--- config.mk ---
export PLATFORM = sky130hd
export DESIGN_NAME = color_label_bounding_boxes_core
export DESIGN_NICKNAME = d
export VERILOG_FILES = /design/src/rtl/clbb_pkg.sv /design/src/rtl/clbb_map.sv /design/src/rtl/clbb_rect.sv /design/src/rtl/color_label_bounding_boxes_core.sv
export SDC_FILE = /design/constraint.sdc
export NUM_CORES = 2
export LEC_CHECK = 0
export BUFFER_PORTS_ARGS = -buffer_cell sky130_fd_sc_hd__buf_2
export CAP_MARGIN = 20
export CELL_PAD_IN_SITES_DETAIL_PLACEMENT = 0
export CELL_PAD_IN_SITES_GLOBAL_PLACEMENT = 1
export CORE_UTILIZATION = 30
export DETAILED_ROUTE_END_ITERATION = 12
export HOLD_SLACK_MARGIN = 0.05
export PLACE_DENSITY = 0.54
export SLEW_MARGIN = 20
export SYNTH_ARGS = -nofsm -noshare
export SYNTH_HDL_FRONTEND = slang
export SYNTH_SLANG_ARGS = --single-unit
--- constraint.sdc ---
create_clock -name clk -period 10.6 [get_ports clk]
set_clock_uncertainty 0.05 [all_clocks]
set_input_delay 1.59 -clock clk [delete_from_list [all_inputs] [get_ports clk]]
set_output_delay 1.59 -clock clk [all_outputs]
set_load 0.01 [all_outputs]
--- src/rtl/clbb_pkg.sv ---
// shared types and constants of the color label bounding box block
`default_nettype none

package clbb_pkg;

  // default sizes
  localparam int CLBB_MAP_SLOTS  = 32;
  localparam int CLBB_AREA_COUNT = 32;
  localparam int CLBB_MAX_DIM    = 4096;

  // fixed field widths
  localparam int COLOR_W = 24;
  localparam int AREA_W  = 5;
  localparam int SLOT_W  = 5;
  localparam int POS_W   = 12;
  localparam int WIDTH_W = 13;

  // largest position count that the 12-bit counters can hold
  localparam int POS_CAP     = 1 << POS_W;
  localparam int WIDTH_RESET = 256;

  typedef enum logic [1:0] {
    OP_LOAD  = 2'd0,
    OP_START = 2'd1,
    OP_PIXEL = 2'd2,
    OP_QUERY = 2'd3
  } op_t;

  typedef struct packed {
    op_t                op;
    logic [SLOT_W-1:0]  slot;
    logic               entry_valid;
    logic [AREA_W-1:0]  entry_area;
    logic [COLOR_W-1:0] pixel_color;
    logic [AREA_W-1:0]  query_area;
  } in_word_t;

  typedef struct packed {
    logic             found;
    logic             empty_res;
    logic [POS_W-1:0] left;
    logic [POS_W-1:0] top;
    logic [POS_W-1:0] right;
    logic [POS_W-1:0] bottom;
  } out_word_t;

  // map table write request
  typedef struct packed {
    logic               en;
    logic [SLOT_W-1:0]  slot;
    logic               valid;
    logic [AREA_W-1:0]  area;
    logic [COLOR_W-1:0] color;
  } map_wr_t;

  // map lookup answer
  typedef struct packed {
    logic              hit;
    logic [AREA_W-1:0] area;
    logic              found;
  } lookup_t;

  // first stage word: positions already assigned
  typedef struct packed {
    op_t                op;
    logic [COLOR_W-1:0] color;
    logic [AREA_W-1:0]  qarea;
    logic [POS_W-1:0]   col;
    logic [POS_W-1:0]   row;
  } s1_t;

  // later stage word: area resolved
  typedef struct packed {
    op_t               op;
    logic              hit;
    logic              found;
    logic [AREA_W-1:0] area;
    logic [POS_W-1:0]  col;
    logic [POS_W-1:0]  row;
  } stage_t;

  // rectangle memory read request
  typedef struct packed {
    logic              en;
    logic [AREA_W-1:0] area;
  } rect_rd_t;

  typedef struct packed {
    logic [POS_W-1:0] left;
    logic [POS_W-1:0] top;
    logic [POS_W-1:0] right;
    logic [POS_W-1:0] bottom;
  } rect_t;

endpackage

`default_nettype wire

--- src/rtl/clbb_map.sv ---
// color to area map table with parallel color and area match
`default_nettype none

module clbb_map
  import clbb_pkg::*;
#(
  parameter int MAP_SLOTS = CLBB_MAP_SLOTS
) (
  input  wire logic               clk,
  input  wire logic               rst_n,
  input  wire map_wr_t            wr,
  input  wire logic [COLOR_W-1:0] lk_color,
  input  wire logic [AREA_W-1:0]  lk_area,
  output lookup_t                 lk
);

  localparam int SI_W = (MAP_SLOTS > 1) ? $clog2(MAP_SLOTS) : 1;

  logic [MAP_SLOTS-1:0] valid_r;
  logic [COLOR_W-1:0]   color_r [MAP_SLOTS];
  logic [AREA_W-1:0]    area_r  [MAP_SLOTS];

  logic [SI_W+SLOT_W-1:0] slot_ext;
  logic [SI_W-1:0]        slot_idx;
  logic                   slot_ok;

  assign slot_ext = {{SI_W{1'b0}}, wr.slot};
  assign slot_idx = slot_ext[SI_W-1:0];
  assign slot_ok  = 32'(wr.slot) < MAP_SLOTS;

  // entry valid bits
  always_ff @(posedge clk) begin
    if (!rst_n) begin
      valid_r <= '0;
    end else if (wr.en && slot_ok) begin
      valid_r[slot_idx] <= wr.valid;
    end
  end

  // entry payload
  always_ff @(posedge clk) begin
    if (wr.en && slot_ok) begin
      color_r[slot_idx] <= wr.color;
      area_r[slot_idx]  <= wr.area;
    end
  end

  logic [MAP_SLOTS-1:0] cmatch;
  logic [MAP_SLOTS-1:0] amatch;
  logic [MAP_SLOTS-1:0] lowest;
  logic [AREA_W-1:0]    sel_area;

  // per entry compares
  always_comb begin
    for (int i = 0; i < MAP_SLOTS; i++) begin
      cmatch[i] = valid_r[i] && (color_r[i] == lk_color);
      amatch[i] = valid_r[i] && (area_r[i] == lk_area);
    end
  end

  // lowest matching slot wins
  assign lowest = cmatch & (~cmatch + MAP_SLOTS'(1));

  always_comb begin
    sel_area = '0;
    for (int i = 0; i < MAP_SLOTS; i++) begin
      sel_area = sel_area | ({AREA_W{lowest[i]}} & area_r[i]);
    end
  end

  assign lk.hit   = |cmatch;
  assign lk.area  = sel_area;
  assign lk.found = |amatch;

endmodule

`default_nettype wire

--- src/rtl/clbb_rect.sv ---
// rectangle memory with seen bits, read-modify-write and query answer
`default_nettype none

module clbb_rect
  import clbb_pkg::*;
#(
  parameter int AREA_COUNT = CLBB_AREA_COUNT
) (
  input  wire logic     clk,
  input  wire logic     rst_n,
  input  wire rect_rd_t rd,
  input  wire stage_t   s3,
  input  wire logic     s3_go,
  output out_word_t     res
);

  localparam int AI_W = (AREA_COUNT > 1) ? $clog2(AREA_COUNT) : 1;

  rect_t               mem [AREA_COUNT];
  logic [AREA_COUNT-1:0] seen_r;
  rect_t               rd_r;
  rect_t               byp_r;
  logic                coll_r;

  logic [AI_W+AREA_W-1:0] rd_ext;
  logic [AI_W-1:0]        rd_idx;
  logic [AI_W+AREA_W-1:0] s3_ext;
  logic [AI_W-1:0]        s3_idx;
  logic                   s3_in_range;

  assign rd_ext      = {{AI_W{1'b0}}, rd.area};
  assign rd_idx      = rd_ext[AI_W-1:0];
  assign s3_ext      = {{AI_W{1'b0}}, s3.area};
  assign s3_idx      = s3_ext[AI_W-1:0];
  assign s3_in_range = 32'(s3.area) < AREA_COUNT;

  logic  wr_en;
  logic  seen_bit;
  rect_t cur;
  rect_t wdata;

  assign wr_en    = s3_go && (s3.op == OP_PIXEL) && s3.hit && s3_in_range;
  assign seen_bit = s3_in_range && seen_r[s3_idx];
  // write in the same edge as this word's read: take the forwarded copy
  assign cur      = coll_r ? byp_r : rd_r;

  // grow rectangle, or open it on the area's first pixel of the frame
  always_comb begin
    if (!seen_bit) begin
      wdata.left   = s3.col;
      wdata.right  = s3.col;
      wdata.top    = s3.row;
      wdata.bottom = s3.row;
    end else begin
      wdata.left   = (s3.col < cur.left)   ? s3.col : cur.left;
      wdata.right  = (s3.col > cur.right)  ? s3.col : cur.right;
      wdata.top    = (s3.row < cur.top)    ? s3.row : cur.top;
      wdata.bottom = (s3.row > cur.bottom) ? s3.row : cur.bottom;
    end
  end

  // memory write port
  always_ff @(posedge clk) begin
    if (wr_en) begin
      mem[s3_idx] <= wdata;
    end
  end

  // memory read port and forwarding capture
  always_ff @(posedge clk) begin
    if (rd.en) begin
      rd_r   <= mem[rd_idx];
      byp_r  <= wdata;
      coll_r <= wr_en && (s3_idx == rd_idx);
    end
  end

  // seen bits, cleared at frame start
  always_ff @(posedge clk) begin
    if (!rst_n) begin
      seen_r <= '0;
    end else if (s3_go && (s3.op == OP_START)) begin
      seen_r <= '0;
    end else if (wr_en) begin
      seen_r[s3_idx] <= 1'b1;
    end
  end

  // query answer
  logic found_q;
  logic empty_q;

  assign found_q       = s3.found && s3_in_range;
  assign empty_q       = !(found_q && seen_bit);
  assign res.found     = found_q;
  assign res.empty_res = empty_q;
  assign res.left      = empty_q ? '0 : cur.left;
  assign res.top       = empty_q ? '0 : cur.top;
  assign res.right     = empty_q ? '0 : cur.right;
  assign res.bottom    = empty_q ? '0 : cur.bottom;

  a_start_clears : assert property (@(posedge clk) disable iff (!rst_n)
    (s3_go && (s3.op == OP_START)) |=> (seen_r == '0))
    else $error("seen bits not cleared by frame start");

  a_write_sets_seen : assert property (@(posedge clk) disable iff (!rst_n)
    wr_en |=> seen_r[$past(s3_idx)])
    else $error("rectangle written without seen bit");

  a_write_in_range : assert property (@(posedge clk) disable iff (!rst_n)
    wr_en |-> (32'(s3.area) < AREA_COUNT))
    else $error("rectangle write outside area count");

endmodule

`default_nettype wire

--- src/rtl/color_label_bounding_boxes_core.sv ---
// A query word is registered in s1, s2 and s3, then in the output register.
// Throughput: one word per cycle unless out_stall holds back a query; pixels, loads and
// starts make no result. The rate is set by the rectangle memory read-modify-write
// (one read and one write port), with a forwarding register when consecutive pixels
// hit the same area. Reset (synchronous, rst_n low) clears pipeline valids, map valid
// bits, seen bits and position counters; row width returns to 256.
`default_nettype none

module color_label_bounding_boxes_core
  import clbb_pkg::*;
#(
  parameter int MAP_SLOTS  = CLBB_MAP_SLOTS,
  parameter int AREA_COUNT = CLBB_AREA_COUNT,
  parameter int MAX_DIM    = CLBB_MAX_DIM
) (
  input  wire logic               clk,
  input  wire logic               rst_n,
  input  wire logic               in_valid,
  output logic                    in_stall,
  input  wire in_word_t           in_word,
  output logic                    out_valid,
  input  wire logic               out_stall,
  output out_word_t               out_word,
  input  wire logic               cfg_wr_en,
  input  wire logic [WIDTH_W-1:0] cfg_wr_data
);

  localparam int POS_LIMIT = (MAX_DIM < POS_CAP) ? MAX_DIM : POS_CAP;

  // pipeline registers
  logic      s1_v_r, s2_v_r, s3_v_r, out_valid_r;
  s1_t       s1_r;
  stage_t    s2_r, s3_r;
  out_word_t out_word_r;

  logic s1_go, s2_go, s3_go, out_free, accept;

  // stage flow: a stage moves when the one after is empty or moving
  assign out_free = !out_valid_r || !out_stall;
  assign s3_go    = s3_v_r && ((s3_r.op != OP_QUERY) || out_free);
  assign s2_go    = s2_v_r && (!s3_v_r || s3_go);
  assign s1_go    = s1_v_r && (!s2_v_r || s2_go);
  assign in_stall = s1_v_r && !s1_go;
  assign accept   = in_valid && !in_stall;

  // clamped row width register
  logic [WIDTH_W-1:0] eff_w_r;
  logic [WIDTH_W-1:0] eff_w_nxt;

  always_comb begin
    if (cfg_wr_data == '0) begin
      eff_w_nxt = WIDTH_W'(1);
    end else if (32'(cfg_wr_data) > POS_LIMIT) begin
      eff_w_nxt = WIDTH_W'(POS_LIMIT);
    end else begin
      eff_w_nxt = cfg_wr_data;
    end
  end

  always_ff @(posedge clk) begin
    if (!rst_n) begin
      eff_w_r <= WIDTH_W'((WIDTH_RESET < POS_LIMIT) ? WIDTH_RESET : POS_LIMIT);
    end else if (cfg_wr_en) begin
      eff_w_r <= eff_w_nxt;
    end
  end

  // position counters, advanced as pixel words are accepted, cleared by a start
  logic [POS_W-1:0] col_r, row_r;

  always_ff @(posedge clk) begin
    if (!rst_n) begin
      col_r <= '0;
      row_r <= '0;
    end else if (accept && (in_word.op == OP_START)) begin
      col_r <= '0;
      row_r <= '0;
    end else if (accept && (in_word.op == OP_PIXEL)) begin
      if (({1'b0, col_r} + WIDTH_W'(1)) >= eff_w_r) begin
        col_r <= '0;
        if ((32'(row_r) + 1) < POS_LIMIT) begin
          row_r <= row_r + POS_W'(1);
        end
      end else begin
        col_r <= col_r + POS_W'(1);
      end
    end
  end

  // map table, written in order at accept
  map_wr_t map_wr;
  lookup_t lk;

  assign map_wr.en    = accept && (in_word.op == OP_LOAD);
  assign map_wr.slot  = in_word.slot;
  assign map_wr.valid = in_word.entry_valid;
  assign map_wr.area  = in_word.entry_area;
  assign map_wr.color = in_word.pixel_color;

  clbb_map #(
    .MAP_SLOTS(MAP_SLOTS)
  ) u_map (
    .clk     (clk),
    .rst_n   (rst_n),
    .wr      (map_wr),
    .lk_color(s1_r.color),
    .lk_area (s1_r.qarea),
    .lk      (lk)
  );

  // stage valids
  always_ff @(posedge clk) begin
    if (!rst_n) begin
      s1_v_r      <= 1'b0;
      s2_v_r      <= 1'b0;
      s3_v_r      <= 1'b0;
      out_valid_r <= 1'b0;
    end else begin
      if (accept) begin
        s1_v_r <= 1'b1;
      end else if (s1_go) begin
        s1_v_r <= 1'b0;
      end
      if (s1_go) begin
        s2_v_r <= 1'b1;
      end else if (s2_go) begin
        s2_v_r <= 1'b0;
      end
      if (s2_go) begin
        s3_v_r <= 1'b1;
      end else if (s3_go) begin
        s3_v_r <= 1'b0;
      end
      if (s3_go && (s3_r.op == OP_QUERY)) begin
        out_valid_r <= 1'b1;
      end else if (!out_stall) begin
        out_valid_r <= 1'b0;
      end
    end
  end

  // stage payloads
  out_word_t res;

  always_ff @(posedge clk) begin
    if (accept) begin
      s1_r.op    <= in_word.op;
      s1_r.color <= in_word.pixel_color;
      s1_r.qarea <= in_word.query_area;
      s1_r.col   <= col_r;
      s1_r.row   <= row_r;
    end
    if (s1_go) begin
      s2_r.op    <= s1_r.op;
      s2_r.hit   <= lk.hit;
      s2_r.found <= lk.found;
      s2_r.area  <= (s1_r.op == OP_QUERY) ? s1_r.qarea : lk.area;
      s2_r.col   <= s1_r.col;
      s2_r.row   <= s1_r.row;
    end
    if (s2_go) begin
      s3_r <= s2_r;
    end
    if (s3_go && (s3_r.op == OP_QUERY)) begin
      out_word_r <= res;
    end
  end

  // rectangle store: read in stage two, update or answer in stage three
  rect_rd_t rect_rd;

  assign rect_rd.en   = s2_go;
  assign rect_rd.area = s2_r.area;

  clbb_rect #(
    .AREA_COUNT(AREA_COUNT)
  ) u_rect (
    .clk  (clk),
    .rst_n(rst_n),
    .rd   (rect_rd),
    .s3   (s3_r),
    .s3_go(s3_go),
    .res  (res)
  );

  assign out_valid = out_valid_r;
  assign out_word  = out_word_r;

  a_free_output_flows : assert property (@(posedge clk) disable iff (!rst_n)
    !out_valid_r |-> !in_stall)
    else $error("input stalled while output register is free");

  a_query_gives_word : assert property (@(posedge clk) disable iff (!rst_n)
    (s3_go && (s3_r.op == OP_QUERY)) |=> out_valid_r)
    else $error("query left stage three without a result word");

  a_row_bound : assert property (@(posedge clk) disable iff (!rst_n)
    32'(row_r) < POS_LIMIT)
    else $error("row counter past its limit");

endmodule

`default_nettype wire

* Word level (Yosys, flattened, before mapping) *
Memory sizes are Yosys's and may differ from the RTL's. A register that Yosys moved wholly into a read port is not among the register bits.
Index checks and enable logic that the tools add are counted.

operators by class
  add/subtract/negate cells = 5
  multipliers = 0
  div/mod/pow operators = 0
  order comparisons = 11
  equality and inequality tests = 73
  shift-type cells = 0
  multiplexer cells = 29
  bitwise gates (word level) = 67
  reduce and logical (&&, ||, !) cells = 101

operator list
  operator                 count
  $eq A24 B24 Y1           32
  $eq A5 B5 Y1             33
  $and A5 B5 Y5            32
  $or A5 B5 Y5             31
  $mux W48                 2
  $logic_and A1 B1 Y1      80
  $reduce_or A32 Y1        2
  $mux W12                 5
  $add A32 B1 Y32 const B  1
  $and A32 B32 Y32         1
  $bwmux W32               1
  $not A32 Y32             1
  $or A32 B32 Y32          1
  $add A12 B1 Y13 const B  2
  $mux W13                 2
  $add A12 B1 Y12 const B  2
  $gt A12 B12 Y1           2
  $lt A12 B12 Y1           2
  $mux W1                  15
  $ge A13 B13 Y1           1
  $gt A13 B13 Y1 const B   1
  $logic_not A13 Y1        1
  $lt A13 B13 Y1 const B   1
  $lt A5 B6 Y1 const B     2
  other kinds (15)         33

word-level totals
  register bits after elaboration = 325
  latch bits = 0
  RAM bits = 2464
  ROM bits = 0
  input port bits = 60
  output and inout bits = 52
  logic and storage cells = 326
  memories kept = 3

memory list
  memory         words  width  read ports  clocked after memory_dff  wr ports  line             text
  u_rect.mem     32     48     1           1                         1         clbb_rect.sv:19  rect_t mem [AREA_COUNT];
  u_map.color_r  32     24     32          0                         1         clbb_map.sv:20   logic [COLOR_W-1:0] color_r [MAP_SLOTS];
  u_map.area_r   32     5      32          0                         1         clbb_map.sv:21   logic [AREA_W-1:0] area_r [MAP_SLOTS];

* Logic depth before layout (Yosys ltp) *
An unclocked memory read counts as a cell.

  depth after elaboration = 39
  depth in mapped cells = 16
  mapped depth without buffers = 15

* Cells and area by module *
A second synthesis with hierarchy kept.

unflattened totals
  cell total of the unflattened synthesis = 6032
  area total of the unflattened synthesis = 114629.9 um2

modules (own cells, without submodules)
  module                           instances  cells each  area each (um2)  sequential area each (um2)
  clbb_rect                        1          2733        64734.6          49677.6
  clbb_map                         1          2827        42296.8          28507.3
  color_label_bounding_boxes_core  1          472         7598.5           5955.7

* Least setup slack after synthesis *
Ideal clock, no wire load.

  path kind = input to register
  start point = input out_stall
  end point = register s3_r[0] in the netlist's numbering, enable pin
  library setup time = 0.636 ns
  arrival time = 7.489 ns
  required time = 9.914 ns
  path slack = 2.425 ns
  stages = 3
  cell sequence = nand2_1 -> nor2_1 -> nor2b_1

RTL lines
  element               line                                    text
  from (decl)           color_label_bounding_boxes_core.sv:22   input wire logic out_stall,
  to (signal assigned)  color_label_bounding_boxes_core.sv:162  s3_r <= s2_r;
  to (decl)             color_label_bounding_boxes_core.sv:33   stage_t s2_r, s3_r;

* Worst setup path after layout *
  start point = register s1_r[31] in the netlist's numbering
  end point = register s2_r, in the netlist rect_rd[3], data pin

between the ends
  longest elaborated chain between the ends = 38
  elaborated cells on any way between the ends = 131
  those cells by class = add/sub: 1; eq/ne: 32; mux: 1; bitwise: 65; reduce/logical: 32

RTL lines
  element                      line                                    text
  from (decl)                  color_label_bounding_boxes_core.sv:32   s1_t s1_r;
  $eq A24 B24 Y1               clbb_map.sv:56                          cmatch[i] = valid_r[i] && (color_r[i] == lk_color);
  $logic_and A1 B1 Y1          clbb_map.sv:56
  $not A32 Y32                 clbb_map.sv:62                          assign lowest = cmatch & (~cmatch + MAP_SLOTS'(1));
  $add A32 B1 Y32              clbb_map.sv:62
  $and A32 B32 Y32 *           clbb_map.sv:62
  $and A5 B5 Y5                clbb_map.sv:67                          sel_area = sel_area | ({AREA_W{lowest[i]}} & area_r[i]);
  $or A5 B5 Y5 (30 in series)  clbb_map.sv:67
  $or A5 B5 Y5 *               clbb_map.sv:67
  $mux W5 *                    color_label_bounding_boxes_core.sv:157  s2_r.area <= (s1_r.op == OP_QUERY) ? s1_r.qarea : lk.area;
  to (decl)                    color_label_bounding_boxes_core.sv:33

Every way passes the cells marked *; elsewhere a longest branch is shown, timed or not.
A chain may end at the register's enable or synchronous reset.

==> results.cfg <==
[power]
p_leak_nw = 41.1
powerDensity_nw_per_um2 = 182
max-vdd-ir-drop_uv = 135
power_switching_w = 0.00528
p_int_w = 0.0188
swShare = 0.219
clkPwrFrac = 0.448
combPwrFrac = 0.041
pwr-share-seq = 0.511

[timing]
tns_ps = 0
slew_headroom = 0.281
tightestPinTransition_ps = 1080
drv_slew = 0
fin_crit_ps = 5470
hold_viol_final = 0
rsz0062_at_grt = false
max_freq_ghz = 0.183
fin_crit_sh = 0.516
setup_slack_ps = 5130
setup_viol = 0

[final_layout]
post-route-util = 0.349
layout.nets = 6491
final_cells = 11600
area_delta_synth_final_pct = 15.7
final_area_sq_um = 132000
drive_gt1_frac = 0.225

[placed_design]
postPlaceCellArea_sq_um = 122000
portBuffers = 111
place_ws_ps = 5150
dpl.cell_count = 11100
routabilityCongestion = 0.825
dpl.hpwl_mm = 192

[setup_path]
arrival_ps = 6090
crit_buf_inv = 2
worstPathRequired_ps = 11220
cp_top_family = simple AND/OR/NAND/NOR gates
crit_chain = buf_4, buf_4, xnor2_1, nand4_1, nor4_1, nand4_1, and3_1, o311ai_0, a311oi_1, a2111oi_0, o211ai_1, o32a_1
crit_type = reg -> reg
r2r_slack_ps = 5130
worst_setup_path_start_kind = flop
path_max_fanout = 18
crit_path_max_incr_delay_ps = 780
end_kind = flop
critPathSlowestCell = nand4_1

[route]
drtAntennaViolNets = 0
vias_per_cell = 5.00
vias = 58200
wl_per_cell_um = 30.2
drtPass1Iterations = 5
drt-total-wl_mm = 352
route.detailed.drc = 0
drt_iter0_markers = 5611

[global_routing]
grt_max_degree = 130
antenna_found_initial = 20
grt_overflow = 0
grt_pass1_vias = 60200
grtUsageTotal = 0.181
grt_pass1_wl_mm = 486

[synth]
ys.flop_type = edfxtp_1
synth_nets = 6104
synth_largest_area_cell = edfxtp_1
synth.distinct_cells = 78
synth_top_area_share = 0.718
synth_top_family_by_area = multiplexers
synthArstFlopShare = 0
synth-simple-area-share = 0.0389
syn_inst = 5983
synthXorXnorAreaFrac = 0.0740
yosysSeqAreaShare = 0.736
synth.avg_cell_area_sq_um = 19.1
synth.area.top_cells = edfxtp_1, mux4_2, xnor2_1, xor2_1, dfxtp_1
synth_edf_count = 2732
synth_mux_area_frac = 0.110
ys_ff_latch = 2837
synth_fa_ha_area_frac = 0.00668
syn_area_sq_um = 114000
synth-compound-area-share = 0.0170
ys_warn_count = 0

[clocking]
clk_pin_slew_ps = 60
ctsResizeCount = 0
numCtsBuffers = 320
h-tree-depth = 5
cts_tree = yes
clock_path_buffers = 4
insertion_delay_ps = 920
ctsHoldBuffers = 0
cts_setup_buffers = 0
cts.sinks = 2837
root_buffer = clkbuf_16

[floorplanning]
coreArea_sq_um = 379000
dieArea_sq_um = 383000
io_pins = 112
die_y_um = 619
rows = 226
die_w_um = 619
initial_core_util = 0.302

[outcome]
status = completed

[hold_path]
hp-class = reg -> reg

[flow_run]
maxCapViolCount = 0
-- kinds of logic (layout without fill, tap and decap cells) --
logic type | after synthesis | count (layout)
buffers and inverters | 372 | 1008
muxes | 640 | 640
and+or+nand+nor | 827 | 827
xor gates and xnor gates | 964 | 964
DFF | 2837 | 2837
adders and majority gates | 61 | 61
other | 0 | 8
AOI/OAI and AO/OA | 282 | 282
-- worst paths after layout --
kind / startpoint / end / depth (start not counted)
max: s1_r[31]$_DFFE_PP_ / rect_rd[3]$_DFFE_PP_ / 12
min: s1_r[5]$_DFFE_PP_ / s2_r[5]$_DFFE_PP_ / 0
max reg2reg: s1_r[31]$_DFFE_PP_ / rect_rd[3]$_DFFE_PP_ / 12
min reg2reg: s1_r[5]$_DFFE_PP_ / s2_r[5]$_DFFE_PP_ / 0
-- cells in the mapped netlist (5+ instances only) --
| cell type | n |
|---|---|
| a21boi_0 | 34 |
| mux4_2 | 488 |
| buf_2 | 14 |
| a21oi_1 | 35 |
| nor4_1 | 128 |
| a31oi_1 | 10 |
| a21o_1 | 24 |
| and3_1 | 21 |
| nor2_1 | 183 |
| buf_4 | 26 |
| inv_1 | 87 |
| o21a_1 | 45 |
| mux2_2 | 55 |
| xnor2_1 | 511 |
| edfxtp_1 | 2732 |
| buf_6 | 57 |
| nand4_1 | 151 |
| a22oi_1 | 8 |
| o211ai_1 | 7 |
| mux2i_1 | 97 |
| nor3_1 | 51 |
| buf_1 | 43 |
| a221o_1 | 7 |
| o21ai_0 | 64 |
| dfxtp_1 | 105 |
| nand3_1 | 82 |
| or3_1 | 10 |
| or2_2 | 5 |
| and2_1 | 14 |
| nor2b_1 | 12 |
| and4_1 | 7 |
| ha_1 | 61 |
| nand2b_1 | 14 |
| nand3b_1 | 8 |
| clkbuf_1 | 143 |
| xor2_1 | 452 |
| nand2_1 | 112 |
-- routing by layer --
| metal | up-vias | track usage | part of all wire |
|---|---|---|---|
| met4 | 8 | 0.0423 | 0.024 |
| met5 | - | 0 | 0.00013 |
| met2 | 1611 | 0.318 | 0.51 |
| met1 | 31700 | 0.238 | 0.43 |
| li1 | 24400 | - | - |
| met3 | 483 | 0.0191 | 0.041 |
-- layout make-up --
type | count | area, sq um
Fill cell | 35600 | 247000
Inverter | 88 | 333
Clock buffer | 417 | 8680
Timing Repair Buffer | 349 | 2480
Clock inverter | 154 | 1430
Sequential cell | 2837 | 84100
Tap cell | 5016 | 6280
Antenna cell | 8 | 20.0
Multi-Input combinational cell | 2774 | 28900
-- power by group through the flow --
stage / sequential [W] / combinational (W) / clock, W
after global routing: 0.0123 / 0.00104 / 0.0114
final: 0.0123 / 0.000984 / 0.0108
after CTS: 0.0123 / 0.000997 / 0.0110
after detailed placement: 0.0125 / 0.000994 / 0
after floorplan: 0.0125 / 0.000578 / 0
after global placement: 0.0125 / 0.000988 / 0
-- through the flow --
| step | hold WS (ps) | total power [W] |
|---|---|---|
| CTS | 368 | 0.0243 |
| global route | 367 | 0.0247 |
| detailed placement | 355 | 0.0135 |
| global placement | 357 | 0.0135 |
| finish | 360 | 0.0241 |
| floorplan | 350 | 0.0131 |
-- cells in the final DEF, fill, tap and decap left out, types with 21 or more instances in the layout --
cell type,instances
xor2_1,452
nand2_1,112
a21o_1,24
nor4_1,126
mux4_2,488
ha_1,61
dfxtp_1,105
nor2_1,119
inv_1,86
mux2_2,55
mux2i_1,62
o21ai_0,63
clkinv_2,53
o21a_1,44
nor3_1,51
buf_2,107
edfxtp_1,2732
clkinv_1,51
nand3_1,82
clkbuf_1,76
mux2i_2,30
buf_4,232
nor2_2,33
nand4_1,151
clkbuf_16,329
xnor2_1,511
and3_1,21
nor2_4,32
a21boi_0,33
-- registers in the layout (all words and copies together) (netlist names), 33 cells and up --
name	cells
u_rect.byp_r	48
s1_r	55
u_rect.rd_r	48
u_map.area_r	160
u_map.color_r	768
u_rect.mem	1536
s3_r	33
out_word	50
Power figures use the tool's default switching activity.
